File: src/rtl/sm4_pkg.sv
// shared types, constants and transform functions for the sm4 cipher core
package sm4_pkg;

  typedef logic [31:0] word_t;

  localparam int unsigned Rounds     = 32;
  localparam int unsigned RoundWidth = $clog2(Rounds);
  localparam int unsigned CfgIdxW    = 2;
  localparam int unsigned CfgDataW   = 64;

  // configuration register indexes
  localparam logic [CfgIdxW-1:0] CFG_KEY_HIGH  = 2'd0;
  localparam logic [CfgIdxW-1:0] CFG_KEY_LOW   = 2'd1;
  localparam logic [CfgIdxW-1:0] CFG_DIRECTION = 2'd2;

  // system parameter fk
  localparam word_t FK0 = 32'hA3B1BAC6;
  localparam word_t FK1 = 32'h56AA3350;
  localparam word_t FK2 = 32'h677D9197;
  localparam word_t FK3 = 32'hB27022DC;

  typedef enum logic [2:0] {
    ST_IDLE,
    ST_EXPAND,
    ST_LOAD,
    ST_ROUND,
    ST_HOLD
  } state_t;

  typedef enum logic {
    MODE_DATA,
    MODE_KEY
  } unit_mode_t;

  // round key store access
  typedef struct packed {
    logic                  we;
    logic [RoundWidth-1:0] waddr;
    logic [RoundWidth-1:0] raddr;
  } ks_ctrl_t;

  localparam logic [7:0] SBOX [256] = '{
    8'hD6,8'h90,8'hE9,8'hFE,8'hCC,8'hE1,8'h3D,8'hB7,8'h16,8'hB6,8'h14,8'hC2,8'h28,8'hFB,8'h2C,8'h05,
    8'h2B,8'h67,8'h9A,8'h76,8'h2A,8'hBE,8'h04,8'hC3,8'hAA,8'h44,8'h13,8'h26,8'h49,8'h86,8'h06,8'h99,
    8'h9C,8'h42,8'h50,8'hF4,8'h91,8'hEF,8'h98,8'h7A,8'h33,8'h54,8'h0B,8'h43,8'hED,8'hCF,8'hAC,8'h62,
    8'hE4,8'hB3,8'h1C,8'hA9,8'hC9,8'h08,8'hE8,8'h95,8'h80,8'hDF,8'h94,8'hFA,8'h75,8'h8F,8'h3F,8'hA6,
    8'h47,8'h07,8'hA7,8'hFC,8'hF3,8'h73,8'h17,8'hBA,8'h83,8'h59,8'h3C,8'h19,8'hE6,8'h85,8'h4F,8'hA8,
    8'h68,8'h6B,8'h81,8'hB2,8'h71,8'h64,8'hDA,8'h8B,8'hF8,8'hEB,8'h0F,8'h4B,8'h70,8'h56,8'h9D,8'h35,
    8'h1E,8'h24,8'h0E,8'h5E,8'h63,8'h58,8'hD1,8'hA2,8'h25,8'h22,8'h7C,8'h3B,8'h01,8'h21,8'h78,8'h87,
    8'hD4,8'h00,8'h46,8'h57,8'h9F,8'hD3,8'h27,8'h52,8'h4C,8'h36,8'h02,8'hE7,8'hA0,8'hC4,8'hC8,8'h9E,
    8'hEA,8'hBF,8'h8A,8'hD2,8'h40,8'hC7,8'h38,8'hB5,8'hA3,8'hF7,8'hF2,8'hCE,8'hF9,8'h61,8'h15,8'hA1,
    8'hE0,8'hAE,8'h5D,8'hA4,8'h9B,8'h34,8'h1A,8'h55,8'hAD,8'h93,8'h32,8'h30,8'hF5,8'h8C,8'hB1,8'hE3,
    8'h1D,8'hF6,8'hE2,8'h2E,8'h82,8'h66,8'hCA,8'h60,8'hC0,8'h29,8'h23,8'hAB,8'h0D,8'h53,8'h4E,8'h6F,
    8'hD5,8'hDB,8'h37,8'h45,8'hDE,8'hFD,8'h8E,8'h2F,8'h03,8'hFF,8'h6A,8'h72,8'h6D,8'h6C,8'h5B,8'h51,
    8'h8D,8'h1B,8'hAF,8'h92,8'hBB,8'hDD,8'hBC,8'h7F,8'h11,8'hD9,8'h5C,8'h41,8'h1F,8'h10,8'h5A,8'hD8,
    8'h0A,8'hC1,8'h31,8'h88,8'hA5,8'hCD,8'h7B,8'hBD,8'h2D,8'h74,8'hD0,8'h12,8'hB8,8'hE5,8'hB4,8'hB0,
    8'h89,8'h69,8'h97,8'h4A,8'h0C,8'h96,8'h77,8'h7E,8'h65,8'hB9,8'hF1,8'h09,8'hC5,8'h6E,8'hC6,8'h84,
    8'h18,8'hF0,8'h7D,8'hEC,8'h3A,8'hDC,8'h4D,8'h20,8'h79,8'hEE,8'h5F,8'h3E,8'hD7,8'hCB,8'h39,8'h48
  };

  function automatic word_t rotl(input word_t x, input int unsigned n);
    return (x << n) | (x >> (32 - n));
  endfunction

  // byte-wise s-box substitution
  function automatic word_t sub_word(input word_t a);
    return {SBOX[a[31:24]], SBOX[a[23:16]], SBOX[a[15:8]], SBOX[a[7:0]]};
  endfunction

  // linear transform for data rounds
  function automatic word_t l_data(input word_t b);
    return b ^ rotl(b, 2) ^ rotl(b, 10) ^ rotl(b, 18) ^ rotl(b, 24);
  endfunction

  // linear transform for key schedule
  function automatic word_t l_key(input word_t b);
    return b ^ rotl(b, 13) ^ rotl(b, 23);
  endfunction

  // ck constant: byte j is (4*i + j) * 7 mod 256, byte 0 on top
  function automatic word_t ck_word(input logic [RoundWidth-1:0] i);
    word_t      w;
    logic [7:0] idx;
    w = '0;
    for (int j = 0; j < 4; j++) begin
      idx = {1'b0, i, 2'b00} + 8'(j);
      w[31-8*j -: 8] = 8'(idx * 8'd7);
    end
    return w;
  endfunction

endpackage

File: src/rtl/sm4_round_unit.sv
// shared round datapath: s-box, linear transform and xor for rounds and key steps
module sm4_round_unit (
  input  sm4_pkg::unit_mode_t mode,
  input  sm4_pkg::word_t      w0,
  input  sm4_pkg::word_t      w1,
  input  sm4_pkg::word_t      w2,
  input  sm4_pkg::word_t      w3,
  input  sm4_pkg::word_t      rk,
  output sm4_pkg::word_t      nx
);
  import sm4_pkg::*;

  word_t mix_in;
  word_t subst;
  word_t lin;

  always_comb begin
    mix_in = w1 ^ w2 ^ w3 ^ rk;
    subst  = sub_word(mix_in);
    lin    = (mode == MODE_KEY) ? l_key(subst) : l_data(subst);
    nx     = w0 ^ lin;
  end

endmodule

File: src/rtl/sm4_key_store.sv
// round key memory, one write port and one registered read port
module sm4_key_store (
  input  logic              clk,
  input  sm4_pkg::ks_ctrl_t ctrl,
  input  sm4_pkg::word_t    wdata,
  output sm4_pkg::word_t    rdata
);
  import sm4_pkg::*;

  word_t mem [Rounds];

  always_ff @(posedge clk) begin
    if (ctrl.we) begin
      mem[ctrl.waddr] <= wdata;
    end
    rdata <= mem[ctrl.raddr];
  end

endmodule

File: src/rtl/sm4_block_cipher.sv
// sm4 block cipher top level: sequencer, key schedule and round state
// a new block is accepted only in the idle state, so one block finishes before the next is taken
// a block that finds the keys unexpanded, as after a key write, runs the key expansion first
// the shared round unit does one round or one key step per cycle; that loop sets the rate
// a result waiting in the output register does not block the next input transfer
// reset (synchronous, active high): idle, key cleared, encrypt selected, keys not expanded
module sm4_block_cipher (
  input  logic                             clk,
  input  logic                             rst,
  input  logic                             cfg_en,
  input  logic [sm4_pkg::CfgIdxW-1:0]      cfg_index,
  input  logic [sm4_pkg::CfgDataW-1:0]     cfg_data,
  input  logic                             in_valid,
  output logic                             in_ready,
  input  logic [63:0]                      block_high,
  input  logic [63:0]                      block_low,
  output logic                             out_valid,
  input  logic                             out_ready,
  output logic [63:0]                      result_high,
  output logic [63:0]                      result_low
);
  import sm4_pkg::*;

  // control state
  state_t                state;
  state_t                state_next;
  logic [RoundWidth-1:0] cnt;
  logic                  keys_ready;
  logic                  direction;
  logic [63:0]           key_high;
  logic [63:0]           key_low;

  // working words: x for the block, k for the key schedule
  word_t x [4];
  word_t k [4];

  // shared unit hookup
  unit_mode_t            mode;
  word_t                 op0, op1, op2, op3, op_rk;
  word_t                 unit_out;
  word_t                 rk_q;
  ks_ctrl_t              ks_ctrl;
  logic [RoundWidth-1:0] next_idx;

  logic in_xfer;
  logic last_step;
  logic out_free;
  logic key_write;

  assign in_xfer   = in_valid && in_ready;
  assign last_step = (cnt == RoundWidth'(Rounds - 1));
  assign out_free  = !out_valid || out_ready;
  assign key_write = cfg_en && ((cfg_index == CFG_KEY_HIGH) || (cfg_index == CFG_KEY_LOW));

  // next state
  always_comb begin
    state_next = state;
    unique case (state)
      ST_IDLE: begin
        if (in_valid) begin
          state_next = keys_ready ? ST_LOAD : ST_EXPAND;
        end
      end
      ST_EXPAND: begin
        if (last_step) begin
          state_next = ST_LOAD;
        end
      end
      ST_LOAD:  state_next = ST_ROUND;
      ST_ROUND: begin
        if (last_step) begin
          state_next = ST_HOLD;
        end
      end
      ST_HOLD: begin
        if (out_free) begin
          state_next = ST_IDLE;
        end
      end
      default: state_next = ST_IDLE;
    endcase
  end

  // outputs of the sequencer: operand select and key store access
  always_comb begin
    in_ready = 1'b0;
    mode     = MODE_DATA;
    op0      = x[0];
    op1      = x[1];
    op2      = x[2];
    op3      = x[3];
    op_rk    = rk_q;
    // fetch one round ahead; decrypt walks the store backwards
    next_idx      = (state == ST_LOAD) ? '0 : cnt + RoundWidth'(1);
    ks_ctrl.we    = 1'b0;
    ks_ctrl.waddr = cnt;
    ks_ctrl.raddr = direction ? next_idx : ~next_idx;
    unique case (state)
      ST_IDLE: in_ready = 1'b1;
      ST_EXPAND: begin
        mode       = MODE_KEY;
        op0        = k[0];
        op1        = k[1];
        op2        = k[2];
        op3        = k[3];
        op_rk      = ck_word(cnt);
        ks_ctrl.we = 1'b1;
      end
      ST_LOAD, ST_ROUND, ST_HOLD: ;
      default: ;
    endcase
  end

  sm4_round_unit u_round (
    .mode (mode),
    .w0   (op0),
    .w1   (op1),
    .w2   (op2),
    .w3   (op3),
    .rk   (op_rk),
    .nx   (unit_out)
  );

  sm4_key_store u_keys (
    .clk   (clk),
    .ctrl  (ks_ctrl),
    .wdata (unit_out),
    .rdata (rk_q)
  );

  // control registers
  always_ff @(posedge clk) begin
    if (rst) begin
      state      <= ST_IDLE;
      cnt        <= '0;
      keys_ready <= 1'b0;
      direction  <= 1'b1;
      key_high   <= '0;
      key_low    <= '0;
      out_valid  <= 1'b0;
    end else begin
      state <= state_next;
      if ((state == ST_EXPAND) || (state == ST_ROUND)) begin
        cnt <= cnt + RoundWidth'(1);
      end else begin
        cnt <= '0;
      end

      // any key write forces a fresh expansion, even with the same value
      if (key_write) begin
        keys_ready <= 1'b0;
      end else if ((state == ST_EXPAND) && last_step) begin
        keys_ready <= 1'b1;
      end

      if (cfg_en) begin
        unique case (cfg_index)
          CFG_KEY_HIGH:  key_high  <= cfg_data;
          CFG_KEY_LOW:   key_low   <= cfg_data;
          CFG_DIRECTION: direction <= cfg_data[0];
          default: ;
        endcase
      end

      if ((state == ST_HOLD) && out_free) begin
        out_valid <= 1'b1;
      end else if (out_ready) begin
        out_valid <= 1'b0;
      end
    end
  end

  // datapath registers
  always_ff @(posedge clk) begin
    if (in_xfer) begin
      x[0] <= block_high[63:32];
      x[1] <= block_high[31:0];
      x[2] <= block_low[63:32];
      x[3] <= block_low[31:0];
      k[0] <= key_high[63:32] ^ FK0;
      k[1] <= key_high[31:0] ^ FK1;
      k[2] <= key_low[63:32] ^ FK2;
      k[3] <= key_low[31:0] ^ FK3;
    end else if (state == ST_EXPAND) begin
      k[0] <= k[1];
      k[1] <= k[2];
      k[2] <= k[3];
      k[3] <= unit_out;
    end else if (state == ST_ROUND) begin
      x[0] <= x[1];
      x[1] <= x[2];
      x[2] <= x[3];
      x[3] <= unit_out;
    end

    // final words leave in reversed order
    if ((state == ST_HOLD) && out_free) begin
      result_high <= {x[3], x[2]};
      result_low  <= {x[1], x[0]};
    end
  end

`ifndef SYNTHESIS
  // a block arriving without expanded keys starts the key schedule at step zero
  a_expand_first: assert property (@(posedge clk) disable iff (rst)
    in_xfer && !keys_ready |=> (state == ST_EXPAND) && (cnt == '0))
    else $error("block accepted without keys did not start expansion");

  // completing the schedule marks the keys usable unless a key write lands
  a_keys_set: assert property (@(posedge clk) disable iff (rst)
    (state == ST_EXPAND) && last_step && !key_write |=> keys_ready)
    else $error("key expansion finished but keys not marked ready");

  // a held result moves to the output register once the slot is free
  a_result_out: assert property (@(posedge clk) disable iff (rst)
    (state == ST_HOLD) && out_free |=> out_valid && (state == ST_IDLE))
    else $error("finished block not handed to the output register");

  // the round loop always runs its full length before holding
  a_round_len: assert property (@(posedge clk) disable iff (rst)
    (state == ST_HOLD) && $past(state == ST_ROUND) |-> $past(last_step))
    else $error("round loop left early");
`endif

endmodule

File: config.mk
export PLATFORM = sky130hd
export DESIGN_NAME = sm4_block_cipher
export DESIGN_NICKNAME = d
export VERILOG_FILES = /design/src/rtl/sm4_pkg.sv /design/src/rtl/sm4_round_unit.sv /design/src/rtl/sm4_key_store.sv /design/src/rtl/sm4_block_cipher.sv
export SDC_FILE = /design/constraint.sdc
export NUM_CORES = 2
export LEC_CHECK = 0
export BUFFER_PORTS_ARGS = -buffer_cell sky130_fd_sc_hd__buf_4
export CORE_MARGIN = 5
export CORE_UTILIZATION = 45
export CTS_CLUSTER_DIAMETER = 60
export CTS_CLUSTER_SIZE = 16
export DETAILED_ROUTE_END_ITERATION = 10
export PLACE_DENSITY = 0.63
export RECOVER_POWER = 25
export SYNTH_ARGS = -nofsm -noshare
export SYNTH_HDL_FRONTEND = slang
export SYNTH_SLANG_ARGS = --single-unit
File: constraint.sdc
create_clock -name clk -period 8.6 [get_ports clk]
set_input_delay 0.86 -clock clk [delete_from_list [all_inputs] [get_ports clk]]
set_output_delay 0.86 -clock clk [all_outputs]
set_load 0.01 [all_outputs]
# Word-level counts from Yosys, hierarchy flattened
# Memory sizes are Yosys's and may differ from the RTL's. A register that Yosys moved wholly into a read port is not among the register bits.
# Index checks and enable logic that the tools add are counted.
# W data, S select, Z words.
[classes]
n_addsub = 4
n_mul = 4
n_lt_le_gt_ge = 4
eq_ne = 11
muxes = 44
n_bitwise = 34
reduce_logical = 17
[ops]
columns = ["operator", "n"]
rows = [
  ["$mux W32", 14],
  ["$xor A32 B32 Y32", 10],
  ["$mux W8", 8],
  ["$ge A9 B9 Y1 const B", 4],
  ["$not A8 Y9", 4],
  ["$or A32 B10 Y32", 1],
  ["$or A32 B13 Y32", 1],
  ["$or A32 B18 Y32", 1],
  ["$or A32 B2 Y32", 1],
  ["$or A32 B23 Y32", 1],
  ["$or A32 B24 Y32", 1],
  ["$not A14 Y14", 2],
  ["$mul A8 B3 Y8 const B", 3],
  ["$not A19 Y19", 1],
  ["$not A17 Y17", 1],
  ["$add A7 B2 Y8 const B", 2],
  ["$pmux W3 S5", 1],
  ["$mux W1", 14],
  ["$mux W3", 4],
  ["$mux W5", 2],
  ["$add A7 B1 Y8 const B", 1],
  ["$ne A2 B2 Y1 const B", 4],
  ["$or A1 B1 Y1", 8],
  ["$eq A3 B2 Y1 const B", 2],
  ["other kinds (19)", 27],
]
[totals]
reg_bits = 267
ramBits = 1280
romBits = 8192
input_bits = 199
out_inout_bits = 130
wordCells = 134
memories = 7
[mem_list]
columns = ["name", "depth", "word_bits", "read_ports", "rd_clocked_by_memory_dff", "write_ports", "line", "source"]
rows = [
  ["(no name shown)", 256, 8, 1, 0, 0, "sm4_pkg.sv:67", "return {SBOX[a[31:24]], SBOX[a[23:16]], SBOX[a[15:8]], SBOX[a[7:0]]};"],
  ["(no name shown)", 256, 8, 1, 0, 0, "sm4_pkg.sv:67", ""],
  ["(no name shown)", 256, 8, 1, 0, 0, "sm4_pkg.sv:67", ""],
  ["(no name shown)", 256, 8, 1, 0, 0, "sm4_pkg.sv:67", ""],
  ["u_keys.mem", 32, 32, 1, 1, 1, "sm4_key_store.sv:10", "word_t mem [Rounds];"],
  ["k", 4, 32, 4, 0, 4, "sm4_block_cipher.sv:35", "word_t k [4];"],
  ["+1 memories", "--", "--", "--", "--", "--", "--", ""],
]

# Depth between registers and ports, before layout
[logic_depth]
ltp_word = 17
mapped_depth = 23
mapped_depth_nobuf = 17

# Hierarchy
# Synthesis repeated with hierarchy kept, for this count alone.
[unflattened]
hier_cells = 6762
area_unflattened_um2 = 78509.0
[modules_own_cells]
columns = ["mod", "n_inst", "cells_each", "area_per_inst_um2", "seq_area_each_um2"]
rows = [
  ["sm4_key_store", 1, 2260, 40491.3, 31390.1],
  ["sm4_block_cipher", 1, 1938, 21526.9, 14313.7],
  ["sm4_round_unit", 1, 2564, 16490.8, 0.0],
]

# Least setup slack after synthesis
# No wires, ideal clock.
[synth_path]
kind = "reg2reg"
from = "register cnt[0]"
to = "memory u_keys.mem[0][24] in the netlist's numbering (data pin)"
setup_time_ps = 454
arrival_time_ps = 6111
t_required_ps = 8146
setup_slack_ps = 2035
stages_incl_launch_ff = 21
path_buffers = 5
period_less_slack_ps = 6565
cell_sequence = "dfxtp_1 buf_4 inv_1 fa_1 buf_4 nand2b_1 fa_1 xnor2_1 xnor2_1 mux2_2 clkbuf_1 clkbuf_1 clkbuf_1 o2111ai_1 o211ai_1 a31oi_1 o211ai_2 xor2_1 xnor2_1 xnor2_1 o21ai_0"
[synth_via]
elab_chain_len = 15
word_cells_on_any_way = 39
cone_classes = "add/sub: 3; mul: 4; mux: 10; bitwise: 18; memory: 4"
[synth_rtl]
columns = ["element", "line", "source"]
rows = [
  ["start, declared", "sm4_block_cipher.sv:27", "logic [RoundWidth-1:0] cnt;"],
  ["start signal, assigned", "sm4_block_cipher.sv:144", "cnt <= cnt + RoundWidth'(1);"],
  ["$add A7 B1 Y8", "sm4_pkg.sv:86", "idx = {1'b0, i, 2'b00} + 8'(j);"],
  ["$mul A8 B3 Y8", "sm4_pkg.sv:87", "w[31-8*j -: 8] = 8'(idx * 8'd7);"],
  ["$mux W32 *", "sm4_block_cipher.sv:98", "unique case (state)"],
  ["$xor A32 B32 Y32 *", "sm4_round_unit.sv:18", "mix_in = w1 ^ w2 ^ w3 ^ rk;"],
  ["$not A8 Y9 (implied by the code)", "sm4_pkg.sv:67", ""],
  ["$mem_v2 Z256 W8", "--", ""],
  ["$mux W8 (implied by the code) (2 in a row)", "sm4_pkg.sv:67", ""],
  ["$or A32 B2 Y32", "sm4_pkg.sv:62", "return (x << n) | (x >> (32 - n));"],
  ["$xor A32 B32 Y32 (4 in a row)", "sm4_pkg.sv:72", "return b ^ rotl(b, 2) ^ rotl(b, 10) ^ rotl(b, 18) ^ rotl(b, 24);"],
  ["$mux W32 *", "sm4_round_unit.sv:20", "lin = (mode == MODE_KEY) ? l_key(subst) : l_data(subst);"],
  ["$xor A32 B32 Y32 *", "sm4_round_unit.sv:21", "nx = w0 ^ lin;"],
  ["named net u_keys.wdata[24]", "sm4_key_store.sv:5", "input sm4_pkg::word_t wdata,"],
  ["end, declared", "sm4_key_store.sv:10", ""],
]
# The timed path passes the listed nets; every way through them passes the cells marked *. The select of a mux whose other input is x is not followed.

# Final worst setup path
[layout_path]
from = "register state[2]"
to = "memory u_keys.mem[15][12] in the netlist's numbering (data pin)"
[layout_via]
elab_chain_len = 16
word_cells_on_any_way = 40
cone_classes = "eq/ne: 1; mux: 15; bitwise: 20; memory: 4"
[layout_rtl]
columns = ["element", "line", "source"]
rows = [
  ["start, declared", "sm4_block_cipher.sv:25", "state_t state;"],
  ["start signal, assigned", "sm4_block_cipher.sv:142", "state <= state_next;"],
  ["$eq A3 B1 Y1 *", "sm4_block_cipher.sv:98", ""],
  ["$mux W32", "sm4_block_cipher.sv:98", ""],
  ["$xor A32 B32 Y32 (3 in a row)", "sm4_round_unit.sv:18", ""],
  ["$not A8 Y9 (implied by the code)", "sm4_pkg.sv:67", ""],
  ["$mem_v2 Z256 W8", "--", ""],
  ["$mux W8 (implied by the code) (2 in a row)", "sm4_pkg.sv:67", ""],
  ["$or A32 B2 Y32", "sm4_pkg.sv:62", ""],
  ["$xor A32 B32 Y32 (4 in a row)", "sm4_pkg.sv:72", ""],
  ["$mux W32", "sm4_round_unit.sv:20", ""],
  ["$xor A32 B32 Y32 *", "sm4_round_unit.sv:21", ""],
  ["named net u_keys.wdata[12]", "sm4_key_store.sv:5", ""],
]
# Marked as above.

==> out/metrics.yaml <==
syn_inst: 6023
cts_tree: "built"
clkTransAtPathRegs_ps: 70
synth_fp_nets: 6285
grt_usage_pct: 32.68
skew_ps: 72.60
fin_crit_sh_pct: 93.26
cts.sinks: 1579
synth_fa_ha_area_share_pct: 1.097
synth_top_area_share_pct: 53.73
wl_per_cell_um: 35.69
numCtsBuffers: 133
hold_violations: 0
hpwlAfterDp_um: 202200
grt_pass1_vias: 54666
syn_area_um2: 78700
seq_area_frac_synth_pct: 58.08
drive_gt1_share_pct: 19.63
slowest_delay_ps: 1440
rsz0062_at_grt: "no"
postCtsSetupBuffers: 0
cp_max_fo: 74
nets: 6522
place_congestion: 1.010
synthArstFlopShare_pct: 0
core_um2: 173800
routed_wl_um: 310200
final_cell_mix: "edfxtp_1, nand2_1, buf_4, a21oi_1, mux4_2"
clk_latency_ps: 840
clk_path_buf_depth: 3
drv_cap: 12
ys_seq_elements: 1579
crit_chain: "or3b_1, buf_12, nor2_1, a21o_1, inv_2, buf_4, ha_1, o21ai_0, o311ai_0, nor3_1, nand3b_1, xor2_1, xnor2_1, mux2i_4"
required_ps: 9080
htree_levels: 4
portBuffers: 328
vias: 57619
cts_resized: 0
synth_edf_count: 1408
area_growth_pct: 12.39
synthTopCellsByArea: "edfxtp_1, mux4_2, dfxtp_1"
violations: "max-capacitance violations, max-slew violations"
yosys.area.top_type: "edfxtp_1"
synth-simple-area-share_pct: 8.205
rows: 153
synth_area_per_cell_um2: 13.07
path_buf_inv: 3
crit_path_start_kind: "register"
drv_slew: 583
yosys_warnings: 0
cp_slowest_cell: "or3b_1"
ios: 329
path_delay_family: "simple AND/OR/NAND/NOR gates"
synth_xor_area_share_pct: 5.290
fmax_ghz: 0.1247
hold_slack_ps: 312.6
grt_pass1_wl_um: 429800
critPathKind: "reg -> reg"
max_slew.worst_pin.slew_ps: 7079
drt_iter0_drc: 8245
via_per_inst: 6.627
chipHeight_um: 428.2
fin_crit_ps: 8020
setup_violations: 0
status: "finished, violations left"
overflow: 0
synth_mux_area_share_pct: 12.63
synth_compound_area_share_pct: 11.86
tns_ps: 0
cts_root_buf: "clkbuf_16"
synth_top_family_by_area: "multiplexers"
yosys_most_used_dff: "edfxtp_1"
dp_cells: 8449
hold_path.class: "in -> reg"
antenna_left: 0
die-area_um2: 183300
instances_no_fill: 8694
holdBufCountCts: 0
drt-pass1-iter-count: 6
crit_arrival_ps: 8500
synth_cell_type_count: 108
critPathCaptureType: "register"
grt_antenna_before_repair: 17
grt_max_degree: 127
start_util_pct: 45.27
drc: 0
final_common_cell: "edfxtp_1"
slew_headroom_pct: -372.0
die_w_um: 428.2
synth_stat cells, drive strengths merged (89+ instances only):
cell / number
o21ai: 277
xor2: 111
nand3: 92
a211oi: 89
mux4: 324
nand2: 772
xnor2: 263
a21oi: 408
mux2i: 93
buf: 202
dfxtp: 171
edfxtp: 1408
mux2: 145
clkbuf: 265
nor2: 347
nor3: 137
state kept, by name, indices dropped and copies added (netlist names):
register / cells
direction: 1
result_high: 64
u_keys.rdata: 32
u_keys.mem: 1024
result_low: 64
out_valid: 1
key_high: 64
key_low: 64
x: 128
k: 128
cnt: 5
keys_ready: 1
state: 3
area by class of cell:
cell class | instances | area [um2]
tap | 2325 | 2909
clock inverter | 53 | 834.6
inverter | 44 | 167.7
fill | 15007 | 85380
clock buffer | 184 | 3540
sequential | 1579 | 45700
timing repair buffer | 569 | 3879
multi-input combinational | 3933 | 31390
antenna | 7 | 17.52
logic make-up after synthesis:
logic type	after synthesis
AND/OR/NAND/NOR	1503
XOR/XNOR	409
buffers and inverters	511
adder cells (fa/ha/maj)	66
multiplexers	562
AO/OA/AOI/OAI	1393
flip-flops	1579
worst paths after layout:
| kind | startpoint | end | slack, ps | cells past startpoint |
|---|---|---|---|---|
| max | state[2]$_SDFFE_PP0P_ | u_keys.mem[15][12]$_DFFE_PP_ | 580 | 14 |
| min | cfg_data[51] | key_low[51]$_SDFFE_PP0P_ | 310 | 3 |
| max reg2reg | state[2]$_SDFFE_PP0P_ | u_keys.mem[15][12]$_DFFE_PP_ | 580 | 14 |
| min reg2reg | key_high[4]$_SDFFE_PP0P_ | key_high[4]$_SDFFE_PP0P_ | 450 | 2 |
worst min-delay path, stage by stage:
cell	delay [ps]
buf_4	110
nand2_1	50
a21oi_1	50
metrics by stage:
step / utilization, % / instance area (um2) / worst slack [ps]
global placement: 48.69 / 84630 / 1315
finish: 50.88 / 88440 / 579.7
detailed placement: 48.69 / 84630 / 1273
global route: 50.88 / 88440 / 470.1
CTS: 51.20 / 89000 / 1231
floorplan: - / 78700 / 2035
metal layers:
layer,routed length [um],vias up,GRT usage [%]
li1,-,23778,-
met1,115600,29499,42.07
met2,144200,3516,51.59
met3,27320,816,6.405
met4,23030,10,19.47
met5,69,-,0
Power is left out: the tool's default activity adds up to more than one toggle a clock period on the data nets, which glitch-free logic cannot reach.
